File: src/assert_macros.svh
`ifndef ASSERT_MACROS_SVH
`define ASSERT_MACROS_SVH

// same-cycle implication, quiet during reset
`define AST_NOW(lbl, ante, cons) \
  lbl: assert property (@(posedge clk) disable iff (rst) (ante) |-> (cons)) \
    else $error("assertion failed");

// next-cycle implication, quiet during reset
`define AST_NEXT(lbl, ante, cons) \
  lbl: assert property (@(posedge clk) disable iff (rst) (ante) |=> (cons)) \
    else $error("assertion failed");

`endif

File: src/shs_pkg.sv
package shs_pkg;

  localparam int TIMER_W   = 24;
  localparam int COORD_W   = 32;
  localparam int BACKOFF_W = 16;
  localparam int CFG_IDX_W = 3;
  localparam int CFG_DW    = 32;

  typedef logic [CFG_IDX_W-1:0] cfg_idx_t;

  localparam cfg_idx_t CFG_HOME_TO_MAX  = cfg_idx_t'(0);
  localparam cfg_idx_t CFG_AXIS_REVERSE = cfg_idx_t'(1);
  localparam cfg_idx_t CFG_MIN_POLARITY = cfg_idx_t'(2);
  localparam cfg_idx_t CFG_MAX_POLARITY = cfg_idx_t'(3);
  localparam cfg_idx_t CFG_SEEK_GAP     = cfg_idx_t'(4);
  localparam cfg_idx_t CFG_RELEASE_GAP  = cfg_idx_t'(5);
  localparam cfg_idx_t CFG_BACKOFF      = cfg_idx_t'(6);
  localparam cfg_idx_t CFG_HOME_POS     = cfg_idx_t'(7);

  localparam logic [TIMER_W-1:0] SEEK_GAP_RST    = TIMER_W'(1000);
  localparam logic [TIMER_W-1:0] RELEASE_GAP_RST = TIMER_W'(60000);

  typedef enum logic [1:0] {
    PH_IDLE,
    PH_SEEK,
    PH_RELEASE,
    PH_BACKOFF
  } phase_t;

endpackage

File: src/stepper_homing_sequencer_core.sv
// result: registered, valid in the cycle after its request is accepted
// throughput: one request per cycle unless a held result is not yet taken; a new request is taken in the same
//   cycle the held result is taken, set by the single result register
// reset: synchronous, active high; sequencer idle, step and dir levels low, error flag clear,
//   configuration and sequencer registers back to their defaults, no result pending; result outputs not reset
`include "assert_macros.svh"
module stepper_homing_sequencer_core #(
  parameter int PULSE_TICKS = 2
) (
  input  logic                               clk,
  input  logic                               rst,
  input  logic                               cfg_valid,
  output logic                               cfg_ready,
  input  shs_pkg::cfg_idx_t                  cfg_index,
  input  logic [shs_pkg::CFG_DW-1:0]         cfg_data,
  input  logic                               in_valid,
  output logic                               in_ready,
  input  logic                               cmd,
  input  logic                               min_switch,
  input  logic                               max_switch,
  output logic                               out_valid,
  input  logic                               out_ready,
  output logic                               step_out,
  output logic                               dir_out,
  output logic                               busy_res,
  output logic                               done_res,
  output logic                               error,
  output logic signed [shs_pkg::COORD_W-1:0] position,
  output logic signed [shs_pkg::COORD_W-1:0] home_estimate
);
  import shs_pkg::*;

  localparam logic [TIMER_W-1:0] PulseLoad = TIMER_W'(PULSE_TICKS);

  // configuration registers
  logic                 home_to_max;
  logic                 axis_reverse;
  logic                 min_polarity;
  logic                 max_polarity;
  logic [TIMER_W-1:0]   seek_gap_ticks;
  logic [TIMER_W-1:0]   release_gap_ticks;
  logic [BACKOFF_W-1:0] backoff_steps;
  logic [COORD_W-1:0]   home_position;

  // sequencer state
  phase_t               phase, phase_next;
  logic                 dir_level, dir_level_next;
  logic                 step_level, step_level_next;
  logic                 err_flag, err_flag_next;
  logic [TIMER_W-1:0]   pulse_timer, pulse_timer_next;
  logic [COORD_W-1:0]   net_steps, net_steps_next;
  logic [BACKOFF_W-1:0] backoff_left, backoff_left_next;
  logic [COORD_W-1:0]   position_reg, position_reg_next;
  logic [COORD_W-1:0]   home_estimate_reg, home_estimate_reg_next;
  logic                 done_next;

  logic in_fire;

  assign cfg_ready = 1'b1;
  assign in_ready  = !out_valid || out_ready;
  assign in_fire   = in_valid && in_ready;

  always_ff @(posedge clk) begin
    if (rst) begin
      home_to_max       <= 1'b0;
      axis_reverse      <= 1'b0;
      min_polarity      <= 1'b0;
      max_polarity      <= 1'b0;
      seek_gap_ticks    <= SEEK_GAP_RST;
      release_gap_ticks <= RELEASE_GAP_RST;
      backoff_steps     <= '0;
      home_position     <= '0;
    end else if (cfg_valid && cfg_ready) begin
      case (cfg_index)
        CFG_HOME_TO_MAX:  home_to_max       <= cfg_data[0];
        CFG_AXIS_REVERSE: axis_reverse      <= cfg_data[0];
        CFG_MIN_POLARITY: min_polarity      <= cfg_data[0];
        CFG_MAX_POLARITY: max_polarity      <= cfg_data[0];
        CFG_SEEK_GAP:     seek_gap_ticks    <= cfg_data[TIMER_W-1:0];
        CFG_RELEASE_GAP:  release_gap_ticks <= cfg_data[TIMER_W-1:0];
        CFG_BACKOFF:      backoff_steps     <= cfg_data[BACKOFF_W-1:0];
        CFG_HOME_POS:     home_position     <= cfg_data[COORD_W-1:0];
        default: ;
      endcase
    end
  end

  // next state for one request
  always_comb begin
    logic trig;
    logic go;
    trig = home_to_max ? (max_switch ^ max_polarity) : (min_switch ^ min_polarity);
    go   = 1'b0;

    phase_next             = phase;
    dir_level_next         = dir_level;
    step_level_next        = step_level;
    err_flag_next          = err_flag;
    pulse_timer_next       = pulse_timer;
    net_steps_next         = net_steps;
    backoff_left_next      = backoff_left;
    position_reg_next      = position_reg;
    home_estimate_reg_next = home_estimate_reg;
    done_next              = 1'b0;

    if (cmd) begin
      if (phase != PH_IDLE) begin
        err_flag_next = 1'b1;
      end else begin
        dir_level_next    = ~(axis_reverse ^ home_to_max);
        step_level_next   = 1'b0;
        pulse_timer_next  = PulseLoad;
        net_steps_next    = '0;
        backoff_left_next = '0;
        phase_next        = PH_SEEK;
      end
    end else if (phase != PH_IDLE) begin
      go = 1'b1;
      if (pulse_timer != '0) begin
        pulse_timer_next = pulse_timer - 1'b1;
        go = (pulse_timer_next == '0);
      end
      if (go && step_level) begin
        step_level_next  = 1'b0;
        pulse_timer_next = (phase == PH_RELEASE) ? release_gap_ticks : seek_gap_ticks;
        go = (pulse_timer_next == '0);
      end
      if (go) begin
        case (phase)
          PH_SEEK: begin
            if (trig) begin
              dir_level_next   = ~dir_level;
              pulse_timer_next = PulseLoad;
              phase_next       = PH_RELEASE;
            end else begin
              net_steps_next   = net_steps + 1'b1;
              step_level_next  = 1'b1;
              pulse_timer_next = PulseLoad;
            end
          end
          PH_RELEASE: begin
            if (trig) begin
              net_steps_next   = net_steps - 1'b1;
              step_level_next  = 1'b1;
              pulse_timer_next = PulseLoad;
            end else begin
              home_estimate_reg_next = home_to_max ? home_position - net_steps
                                                   : home_position + net_steps;
              // switch released: drop straight into the backoff decision
              if (backoff_steps != '0) begin
                backoff_left_next = backoff_steps - 1'b1;
                step_level_next   = 1'b1;
                pulse_timer_next  = PulseLoad;
                phase_next        = PH_BACKOFF;
              end else begin
                backoff_left_next = '0;
                position_reg_next = home_position + COORD_W'(backoff_steps);
                phase_next        = PH_IDLE;
                done_next         = 1'b1;
              end
            end
          end
          PH_BACKOFF: begin
            if (backoff_left != '0) begin
              backoff_left_next = backoff_left - 1'b1;
              step_level_next   = 1'b1;
              pulse_timer_next  = PulseLoad;
            end else begin
              position_reg_next = home_position + COORD_W'(backoff_steps);
              phase_next        = PH_IDLE;
              done_next         = 1'b1;
            end
          end
          default: ;
        endcase
      end
    end
  end

  always_ff @(posedge clk) begin
    if (rst) begin
      phase             <= PH_IDLE;
      dir_level         <= 1'b0;
      step_level        <= 1'b0;
      err_flag          <= 1'b0;
      pulse_timer       <= '0;
      net_steps         <= '0;
      backoff_left      <= '0;
      position_reg      <= '0;
      home_estimate_reg <= '0;
    end else if (in_fire) begin
      phase             <= phase_next;
      dir_level         <= dir_level_next;
      step_level        <= step_level_next;
      err_flag          <= err_flag_next;
      pulse_timer       <= pulse_timer_next;
      net_steps         <= net_steps_next;
      backoff_left      <= backoff_left_next;
      position_reg      <= position_reg_next;
      home_estimate_reg <= home_estimate_reg_next;
    end
  end

  // result register
  always_ff @(posedge clk) begin
    if (rst) begin
      out_valid <= 1'b0;
    end else if (in_fire) begin
      out_valid <= 1'b1;
    end else if (out_ready) begin
      out_valid <= 1'b0;
    end
  end

  always_ff @(posedge clk) begin
    if (in_fire) begin
      step_out      <= step_level_next;
      dir_out       <= dir_level_next;
      busy_res      <= (phase_next != PH_IDLE);
      done_res      <= done_next;
      error         <= err_flag_next;
      position      <= position_reg_next;
      home_estimate <= home_estimate_reg_next;
    end
  end

  `AST_NOW(a_done_not_busy, out_valid && done_res, !busy_res)
  `AST_NOW(a_step_only_busy, out_valid && step_out, busy_res)
  `AST_NEXT(a_error_sticky, err_flag, err_flag)
  `AST_NOW(a_idle_step_low, phase == PH_IDLE, !step_level)

endmodule
File: config.mk
export PLATFORM = sky130hd
export DESIGN_NAME = stepper_homing_sequencer_core
export DESIGN_NICKNAME = d
export VERILOG_FILES = /design/src/shs_pkg.sv /design/src/stepper_homing_sequencer_core.sv
export VERILOG_INCLUDE_DIRS = /design/src /design/src/src
export SDC_FILE = /design/constraint.sdc
export NUM_CORES = 1
export LEC_CHECK = 0
export BUFFER_PORTS_ARGS = -buffer_cell sky130_fd_sc_hd__buf_2
export CORE_MARGIN = 10
export CORE_UTILIZATION = 55
export DETAILED_ROUTE_END_ITERATION = 7
export PLACE_DENSITY = 0.76
export REMOVE_ABC_BUFFERS = 1
export SLEW_MARGIN = 40
export SYNTH_ARGS = -nofsm -noshare
export SYNTH_HDL_FRONTEND = slang
export SYNTH_SLANG_ARGS = --single-unit
File: constraint.sdc
create_clock -name clk -period 4.8 [get_ports clk]
set_clock_uncertainty 0.1 [all_clocks]
set_input_delay 0.48 -clock clk [delete_from_list [all_inputs] [get_ports clk]]
set_output_delay 0.48 -clock clk [all_outputs]
set_load 0.02 [all_outputs]
* Word-level counts from Yosys, hierarchy flattened
Cells that the tools add are included.
Storage, ports and cells: register bits after elaboration 311, bits of input ports 43, output and inout port bits 72, word-level logic and storage cells 163
Operators by class: multiplexer cells 79, add/sub/neg operators 8, bitwise gates (word level) 7, equal/unequal tests 15, reductions and logical operators 29
Operators with widths (count):
- 32-bit two-way mux | 18
- 24-bit two-way mux | 10
- 32-bit case mux with 2 select lines | 2
- 16-bit two-way mux | 7
- 24-bit case mux with 3 select lines | 1
- 24-bit zero test | 2
- 32-bit by 1-bit adder with 32-bit output, second input constant | 1
- 32-bit by 16-bit adder with 32-bit output | 1
- 32-bit adder | 1
- 16-bit case mux with 2 select lines | 1
- 16-bit nonzero test | 2
- 16-bit by 1-bit subtractor with 16-bit output, second input constant | 2
- 32-bit by 1-bit subtractor with 32-bit output, second input constant | 1
- 32-bit subtractor | 1
- 1-bit two-way mux | 29
- 24-bit nonzero test | 1
- 24-bit by 1-bit subtractor with 24-bit output, second input constant | 1
- 2-bit two-way mux | 8
- 2-bit AND reduction | 8
- 7-bit AND reduction | 2
- 3-bit equality test, second input constant | 4
- 3-bit inequality test, second input constant | 4
- 2-bit nonzero test | 5
- 3-bit by 2-bit equality test with 1-bit output, second input constant | 2
- 16 further kinds | 24

* Longest topological paths before layout
Gate-level depths: netlist of the first run.
depth in word-level cells 13, depth in mapped cells 19, depth with buffers taken out 19

* Worst setup path before layout of the first run
Ideal clock, no wire load.
path kind reg2reg, start point register phase[0], end point register net_steps[28], required time 4.630 ns, path slack -0.229 ns, path buffers 3, arrival 4.858 ns, stages on the path, launching flop included 16, setup time 0.070 ns, period minus slack after synthesis 5.029 ns, path through dfxtp_1 > clkbuf_1 > nand2b_1 > inv_1 > buf_1 > buf_1 > ha_1 > a211oi_1 > nor2_1 > o21a_1 > a211o_1 > a221o_1 > a2111oi_0 > nor2_1 > a2111o_1 > a21oi_1
Between the ends: cells in the longest elaborated chain, start to end 8, elaborated cells between the ends (all ways) 19, classes of those cells eq/ne (5); mux (8); reduce/logical (6)
Ends and longest elaborated chain:
- from (decl) | RTL line stepper_homing_sequencer_core.sv:46 | phase_t phase, phase_next;
- from (signal assigned) | RTL line stepper_homing_sequencer_core.sv:192 | phase <= phase_next;
- 2-bit equality test | RTL line stepper_homing_sequencer_core.sv:125, stepper_homing_sequencer_core.sv:129
- 24-bit two-way mux | RTL line stepper_homing_sequencer_core.sv:125 | pulse_timer_next = (phase == PH_RELEASE) ? release_gap_ticks : seek_gap_ticks;
- 24-bit zero test | RTL line stepper_homing_sequencer_core.sv:126 | go = (pulse_timer_next == '0);
- 1-bit two-way mux | RTL line stepper_homing_sequencer_core.sv:123 | if (go && step_level) begin
- 1-bit two-way mux | RTL line stepper_homing_sequencer_core.sv:117 | end else if (phase != PH_IDLE) begin
- 1-bit two-way mux | RTL line stepper_homing_sequencer_core.sv:106 | if (cmd) begin
- 2-bit nonzero test (no source line)
- 7-bit AND reduction (no source line)
- to (signal assigned) | RTL line stepper_homing_sequencer_core.sv:197 | net_steps <= net_steps_next;
- to (decl) | RTL line stepper_homing_sequencer_core.sv:51 | logic [COORD_W-1:0] net_steps, net_steps_next;
Parallel ways exist; a longest one is shown, timed or not. The select of a mux whose other input is x is not followed. A chain may end at the register's enable or synchronous reset.

* Worst setup path after layout of the first run
start point register pulse_timer[0], end point register position_reg[13]
Between the ends: cells in the longest elaborated chain, start to end 12, elaborated cells between the ends (all ways) 13, classes of those cells add/sub (1); mux (9); reduce/logical (3)
Ends and longest elaborated chain:
- from (decl) | RTL line stepper_homing_sequencer_core.sv:50 | logic [TIMER_W-1:0] pulse_timer, pulse_timer_next;
- from (signal assigned) | RTL line stepper_homing_sequencer_core.sv:196 | pulse_timer <= pulse_timer_next;
- 24-bit by 1-bit subtractor with 24-bit output | RTL line stepper_homing_sequencer_core.sv:120 | pulse_timer_next = pulse_timer - 1'b1;
- 24-bit zero test | RTL line stepper_homing_sequencer_core.sv:121 | go = (pulse_timer_next == '0);
- 1-bit two-way mux * | RTL line stepper_homing_sequencer_core.sv:119 | if (pulse_timer != '0) begin
- 1-bit two-way mux * | RTL line stepper_homing_sequencer_core.sv:117
- 1-bit two-way mux * | RTL line stepper_homing_sequencer_core.sv:106
- 1-bit logical AND | RTL line stepper_homing_sequencer_core.sv:123
- 1-bit two-way mux * | RTL line stepper_homing_sequencer_core.sv:123
- 1-bit two-way mux * | RTL line stepper_homing_sequencer_core.sv:117
- 1-bit two-way mux * | RTL line stepper_homing_sequencer_core.sv:106
- 32-bit two-way mux * | RTL line stepper_homing_sequencer_core.sv:128 | if (go) begin
- 32-bit two-way mux * | RTL line stepper_homing_sequencer_core.sv:117
- 32-bit two-way mux * | RTL line stepper_homing_sequencer_core.sv:106
- to (signal assigned) | RTL line stepper_homing_sequencer_core.sv:199 | position_reg <= position_reg_next;
- to (decl) | RTL line stepper_homing_sequencer_core.sv:53 | logic [COORD_W-1:0] position_reg, position_reg_next;
Every way passes the cells marked *; elsewhere a longest branch is shown, timed or not. The select of a mux whose other input is x is not followed.

==> impl_metrics.env, run 1 <==
export IMPL_p_per_area_nw_per_um2=371.0
export IMPL_critical_path_top_delay_family="simple AND/OR/NAND/NOR gates"
export IMPL_routed_via_density=6.158
export IMPL_grt_pass1_wl_um=89700
export IMPL_cp_data_required_time_ns=5.17
export IMPL_final_antenna_net_count=0
export IMPL_fmax_mhz=222.3
export IMPL_cp_start_kind="flop"
export IMPL_post_cts_setup_buffers=0
export IMPL_drive_above_1_share_pct=11.10
export IMPL_rows=67
export IMPL_synth_cell_types=78
export IMPL_fill_cells=2970
export IMPL_peakVddDrop_mv=0.3162
export IMPL_switchingPower_uw=2606
export IMPL_synth_flop_cell="dfxtp_1"
export IMPL_path_clk_slew_ns=0.06
export IMPL_vias=18020
export IMPL_slowest_delay_ns=0.64
export IMPL_crit_fanout=19
export IMPL_multiInputGateArea_um2=11210
export IMPL_drc=0
export IMPL_globalplace_congestion=0.9423
export IMPL_cp_slowest_cell="or3_1"
export IMPL_fp_dieW_um=204.7
export IMPL_clockRootBuffer="clkbuf_16"
export IMPL_synthArstFlopShare_pct=0
export IMPL_synth_seq_area_share_pct=36.88
export IMPL_place_area_um2=19780
export IMPL_ff2ff_setup_slack_ns=0.30
export IMPL_comb_power_share_pct=29.4
export IMPL_startpoint="pulse_timer[0]"
export IMPL_final_area_um2=20980
export IMPL_n_antenna_cell=0
export IMPL_start_util_pct=55.79
export IMPL_cts_buffers=34
export IMPL_nets=2581
export IMPL_clock_sinks=311
export IMPL_antenna_found_initial=0
export IMPL_setup_viol=0
export IMPL_status="complete, no violations"
export IMPL_seqPwrFrac_pct=36.1
export IMPL_track_usage_pct=26.11
export IMPL_grt_max_degree=74
export IMPL_critPathBufInv=2
export IMPL_arrival_ns=4.86
export IMPL_path_class="flop to flop"
export IMPL_p_leak_uw=0.008125
export IMPL_port_buffers=113
export IMPL_wire_per_inst_um=19.28
export IMPL_hp_start="cfg_data[28]"
export IMPL_timing_final_crit_share_pct=93.70
export IMPL_netlist_area_um2=18750
export IMPL_syn_avg_cell_area_um2=7.850
export IMPL_first_pass_iters=6
export IMPL_r2r_start="pulse_timer[0]"
export IMPL_cts_htree_levels=2
export IMPL_cts_max_path_buffers=3
export IMPL_fin_crit_ns=4.498
export IMPL_cp_cell_sequence="inv_1 > ha_1 > nor4b_4 > nand4_2 > or4b_1 > a311oi_1 > nand4_1 > o41a_1 > buf_4 > or3_1 > o21ai_0 > and2_1"
export IMPL_core_um2=33620
export IMPL_syn_to_final_growth_pct=11.84
export IMPL_power_total_uw=7782
export IMPL_cp_num_cells=12
export IMPL_p_int_uw=5176
export IMPL_dp_final_hpwl_um=41020
export IMPL_synth_edff_count=69
export IMPL_die_h_um=204.7
export IMPL_grt_pass1_vias=16740
export IMPL_drt_iter0_drc=1897
export IMPL_worst_slew_pin_transition_ns=0.8202
export IMPL_ys_seq_elements=311
export IMPL_cts_tree="built"
export IMPL_cap_violations=0
export IMPL_hold_path_class="input port to flop"
export IMPL_hold_depth=3
export IMPL_regArea_um2=6917
export IMPL_dieArea_um2=41890
export IMPL_worst_setup_path_end_kind="flop"
export IMPL_slew_viol_final=0
export IMPL_slew_headroom_pct=43.91
export IMPL_sw_frac_of_total_pct=33.48
export IMPL_io_pin_count=115
export IMPL_clk_latency_ns=0.53
export IMPL_hold_viol_final=0
export IMPL_syn_inst=2389
export IMPL_grt_overflow_total=0
export IMPL_r2r_cells=12
export IMPL_yosysWarnings=0
export IMPL_finalWirelength_um=56400
export IMPL_clockPowerShare_pct=34.5
==> layout by cell type (no fill, tap or decap), drive strengths merged, types with 31 or more instances in the layout <==
cell type / n
nand3: 92
nor4: 31
ha: 82
xnor2: 108
edfxtp: 69
a21oi: 240
buf: 159
nor3: 54
a21o: 44
nand2: 478
dfxtp: 242
clkbuf: 49
nor2: 158
a211oi: 36
nand4: 32
inv: 51
o21ai: 149
a31oi: 41
==> Yosys cell counts (all sizes together) (19+ instances only) <==
| cell type | count | area share, % |
|---|---|---|
| a21oi | 240 | 6.4 |
| nand2 | 478 | 9.6 |
| nand3 | 92 | 2.5 |
| xor2 | 28 | 1.3 |
| xnor2 | 108 | 5.0 |
| o21a | 22 | 0.88 |
| a21o | 44 | 1.8 |
| dfxtp | 242 | 26 |
| nor4 | 31 | 1.1 |
| a211oi | 36 | 1.4 |
| inv | 51 | 1.0 |
| buf | 21 | 0.56 |
| a31oi | 41 | 1.4 |
| nor2 | 158 | 3.2 |
| o21ai | 149 | 4.0 |
| and2 | 21 | 0.70 |
| clkbuf | 110 | 2.2 |
| ha | 82 | 5.5 |
| nand4 | 32 | 1.1 |
| or3 | 19 | 0.63 |
| edfxtp | 69 | 11 |
| nor3 | 54 | 1.5 |
==> worst min-delay path, delay by kind of cell <==
kind / cells / cell delay [ns]
AO/OA/AOI/OAI: 1 / 0.05
buffers and inverters: 1 / 0.10
AND/OR/NAND/NOR: 1 / 0.04
==> final cells by class <==
cell class                 instances  area share [%]
multi-input combinational       1893           53.45
sequential                       311           32.98
clock buffer                      49           4.868
timing repair buffer             159           4.510
tap                              448           2.672
inverter                          54          0.9723
clock inverter                    12          0.5488
==> layer usage <==
layer / wire (um) / part of all wire, % / track usage (%)
met5: 0 / 0 / 0
met4: 1581 / 2.8 / 8.093
met3: 4900 / 8.7 / 3.680
met2: 25290 / 45 / 41.49
met1: 24630 / 44 / 35.96
==> kinds of logic after synthesis <==
| family | synth area share [%] |
|---|---|
| AND/OR/NAND/NOR | 24.70 |
| adder cells (fa/ha/maj) | 5.791 |
| multiplexers | 1.635 |
| other | 0.02000 |
| buffers and inverters | 3.849 |
| AO/OA/AOI/OAI | 20.78 |
| flip-flops | 36.88 |
| XOR/XNOR | 6.351 |
==> stage by stage <==
| stage | util (%) | TNS (ns) | hold slack (ns) | setup slack (ns) | cells |
|---|---|---|---|---|---|
| floorplan | - | -3.438 | 0.3223 | -0.5164 | 2258 |
| global placement | 58.76 | 0 | 0.3345 | 0.2756 | 2864 |
| detailed placement | 58.83 | 0 | 0.3412 | 0.1227 | 2865 |
| CTS | 62.21 | 0 | 0.08845 | 0.1024 | 2926 |
| global route | 62.40 | -0.02013 | 0.09708 | -0.02013 | 2926 |
| finish | 62.40 | 0 | 0.1014 | 0.3024 | 2926 |
==> timing repair <==
action	in CTS	in global routing
endpoints found under the setup margin	0	23
hold endpoints to repair	0	0
hold buffers	0	0
resized for setup	0	10
==> power groups by stage <==
stage	Combinational (uW)	Sequential, uW	Clock [uW]
5_1_grt	2510	2820	2820
4_1_cts	2240	2810	2710
2_1_floorplan	1480	2900	0
3_3_place_gp	2200	2860	0
6_report	2290	2810	2680
3_5_place_dp	2220	2870	0
==> final timing paths <==
kind                            end
setup / recovery   position_reg[13]
hold / removal    home_position[28]
setup reg to reg   position_reg[13]
hold reg to reg     position_reg[8]
No activity file was read; power rests on OpenSTA's default activity.
==> inputs of run 2 (changes only) <==
--- a/config.mk
+++ b/config.mk
@@ -6,6 +6,7 @@
 export SDC_FILE = /design/constraint.sdc
 export NUM_CORES = 1
 export LEC_CHECK = 0
+export ABC_AREA = 1
 export BUFFER_PORTS_ARGS = -buffer_cell sky130_fd_sc_hd__buf_2
 export CORE_MARGIN = 10
 export CORE_UTILIZATION = 55
==> impl_metrics.env, run 2 <==
export IMPL_start_util_pct=56.08
export IMPL_cts_htree_levels=2
export IMPL_synth_largest_area_cell="dfxtp_1"
export IMPL_fp_dieW_um=213.9
export IMPL_cp_data_required_time_ns=4.99
export IMPL_vias=21710
export IMPL_synth_common_cells="nand2_1 (713), nor2_1 (426), inv_1 (341), o21ai_0 (272), nand3_1 (253)"
export IMPL_synthXorXnorAreaFrac_pct=4.913
export IMPL_synth_flop_cell="dfxtp_1"
export IMPL_path_class="flop to flop"
export IMPL_cts_tree="built"
export IMPL_layout_commonest_cell="nand2_1"
export IMPL_slew_viol_final=0
export IMPL_final_area_um2=22950
export IMPL_globalplace_congestion=0.9983
export IMPL_track_usage_pct=29.83
export IMPL_synthMuxAreaShare_pct=0.09681
export IMPL_p_int_uw=5843
export IMPL_synth_cell_types=55
export IMPL_synthArstFlopShare_pct=0
export IMPL_finalWirelength_um=70790
export IMPL_fill_cells=3524
export IMPL_synth_seq_area_share_pct=33.45
export IMPL_n_antenna_cell=0
export IMPL_ys_seq_elements=311
export IMPL_fin_crit_ns=4.243
export IMPL_place_area_um2=21640
export IMPL_hold_path_class="input port to flop"
export IMPL_post_cts_resized=0
export IMPL_crit_fanout=4
export IMPL_grt_pass1_vias=20340
export IMPL_netlist_area_um2=20680
export IMPL_drive_above_1_share_pct=8.048
export IMPL_synth_simple_area_share_pct=31.35
export IMPL_worst_setup_path_end_kind="flop"
export IMPL_fin_cells=3747
export IMPL_first_pass_iters=6
export IMPL_wire_per_inst_um=18.89
export IMPL_routed_via_density=5.793
export IMPL_sw_frac_of_total_pct=40.40
export IMPL_clk_latency_ns=0.56
export IMPL_synth_top_family_by_area="simple AND/OR/NAND/NOR gates"
export IMPL_grt_overflow_total=0
export IMPL_yosys_area_share_adder_pct=5.252
export IMPL_io_pin_count=115
export IMPL_switchingPower_uw=3961
export IMPL_cp_start_kind="flop"
export IMPL_comb_power_share_pct=38.1
export IMPL_yosys_top_cells_area="dfxtp_1 (23%), nand2_1 (13%), edfxtp_1 (10%), nor2_1 (7.7%), o21ai_0 (6.6%)"
export IMPL_core_um2=36870
export IMPL_multiInputGateArea_um2=11930
export IMPL_drc=0
export IMPL_setup_viol=0
export IMPL_p_per_area_nw_per_um2=427.2
export IMPL_synth_edff_count=69
export IMPL_grt_pass1_wl_um=111900
export IMPL_yosys_area_top_type_share_pct=23.43
export IMPL_rows=70
export IMPL_slew_headroom_pct=43.44
export IMPL_nets=3344
export IMPL_fmax_mhz=235.7
export IMPL_seqPwrFrac_pct=30.7
export IMPL_dp_final_hpwl_um=54090
export IMPL_p_leak_uw=0.01099
export IMPL_dieArea_um2=45760
export IMPL_syn_inst=3146
export IMPL_cap_violations=0
export IMPL_peakVddDrop_mv=0.3865
export IMPL_layout_common_cells="nand2_1 (711), nor2_1 (426), inv_1 (337), o21ai_0 (272), nand3_1 (253)"
export IMPL_path_clk_slew_ns=0.06
export IMPL_whs_ns=0.03936
export IMPL_timing_final_crit_share_pct=88.41
export IMPL_yosysWarnings=0
export IMPL_drt_iter0_drc=2350
export IMPL_synth_most_common_cell="nand2_1"
export IMPL_syn_to_final_growth_pct=10.98
export IMPL_clockRootBuffer="clkbuf_16"
export IMPL_post_cts_setup_buffers=0
export IMPL_clock_sinks=311
export IMPL_final_antenna_net_count=0
export IMPL_postCtsHoldBufs=0
export IMPL_hold_viol_final=0
export IMPL_syn_avg_cell_area_um2=6.573
export IMPL_die_h_um=213.9
export IMPL_synth_compound_area_share_pct=16.02
export IMPL_regArea_um2=6917
export IMPL_grt_max_degree=87
export IMPL_rsz0062_at_grt="false"
export IMPL_placedCellCount=3681
export IMPL_fin_util_pct=62.24
export IMPL_worst_slew_pin_transition_ns=0.8484
export IMPL_port_buffers=113
export IMPL_cts_buffers=37
export IMPL_antenna_found_initial=0
export IMPL_clockPowerShare_pct=31.2
export IMPL_arrival_ns=4.44
export IMPL_cts_max_path_buffers=3
export IMPL_status="complete, no violations"
==> run 2: cell types whose count changed in the layout (fill, tap and decap cells not counted), moves of 20 or more <==
cell,delta
a31oi_1,-28
o21ai_0,+126
nand4_1,+32
a21o_1,-40
a211oi_1,-33
nand3_1,+161
and2_1,-20
o21ai_1,+26
inv_1,+287
xnor2_1,-69
xor2_1,+49
nand2_1,+233
nor2_1,+270
nor4_1,-21
==> run 2: logic make-up (layout without fill, tap and decap cells) <==
group,after synthesis,in the layout
AO/OA/AOI/OAI,621,621
XOR/XNOR,116,116
adder cells (fa/ha/maj),85,85
buffers and inverters,468,565
flip-flops,311,311
multiplexers,2,2
other,1,1
AND/OR/NAND/NOR,1542,1542
==> run 2: cell type report <==
type	count	share of cell area [%]
Inverter	351	5.784
Clock buffer	44	4.421
Multi-Input combinational cell	2367	51.97
Clock inverter	22	1.270
Sequential cell	311	30.14
Timing Repair Buffer	148	3.674
Tap cell	504	2.748
==> run 2: metrics by stage <==
step                setup TNS [ns]  worst slack (ns)  total power [uW]
floorplan                 -0.02410          -0.01205              5616
global placement                 0            0.7440              6660
detailed placement               0            0.6912              6713
CTS                              0            0.6633              9769
global route                     0            0.1269             10390
finish                           0            0.5565              9804
==> run 2: power by group through the flow <==
| stage | Sequential, uW | Combinational, uW | Clock [uW] |
|---|---|---|---|
| floorplan | 3100 | 2520 | 0 |
| global placement | 3050 | 3610 | 0 |
| detailed placement | 3060 | 3650 | 0 |
| CTS | 3000 | 3680 | 3090 |
| global route | 3020 | 4180 | 3200 |
| finish | 3010 | 3740 | 3060 |
==> run 2: final timing paths <==
| kind | from | endpoint | slack (ns) | cells after the start |
|---|---|---|---|---|
| worst min register to register | seek_gap_ticks[2] | seek_gap_ticks[2] | 0.35 | 2 |
| worst min-delay path | cfg_data[31] | home_position[31] | 0.04 | 3 |
| worst max-delay path | net_steps[0] | home_estimate[31] | 0.56 | 20 |
| worst max register to register | net_steps[0] | home_estimate[31] | 0.56 | 20 |
==> run 2: critical path, stage by stage (launching register included) <==
cell and delay [ns]:
dfxtp_1 0.35, inv_1 0.13, ha_1 0.19, nand3_1 0.11
nor3_1 0.25, nand4_1 0.19, nor2_1 0.17, nor2_1 0.07
xor2_1 0.14, inv_1 0.06, ha_1 0.30, nand2_1 0.10
nor2_1 0.16, inv_1 0.08, o21ai_0 0.31, a21oi_1 0.11
o21ai_0 0.57, a21oi_1 0.17, xnor2_1 0.16, o21ai_0 0.22
inv_1 0.06
==> run 2: layer usage <==
metal	wire length, um	track usage, %
met5	0	0
met4	3262	13.83
met3	5555	4.298
met2	33070	49.39
met1	28900	37.65
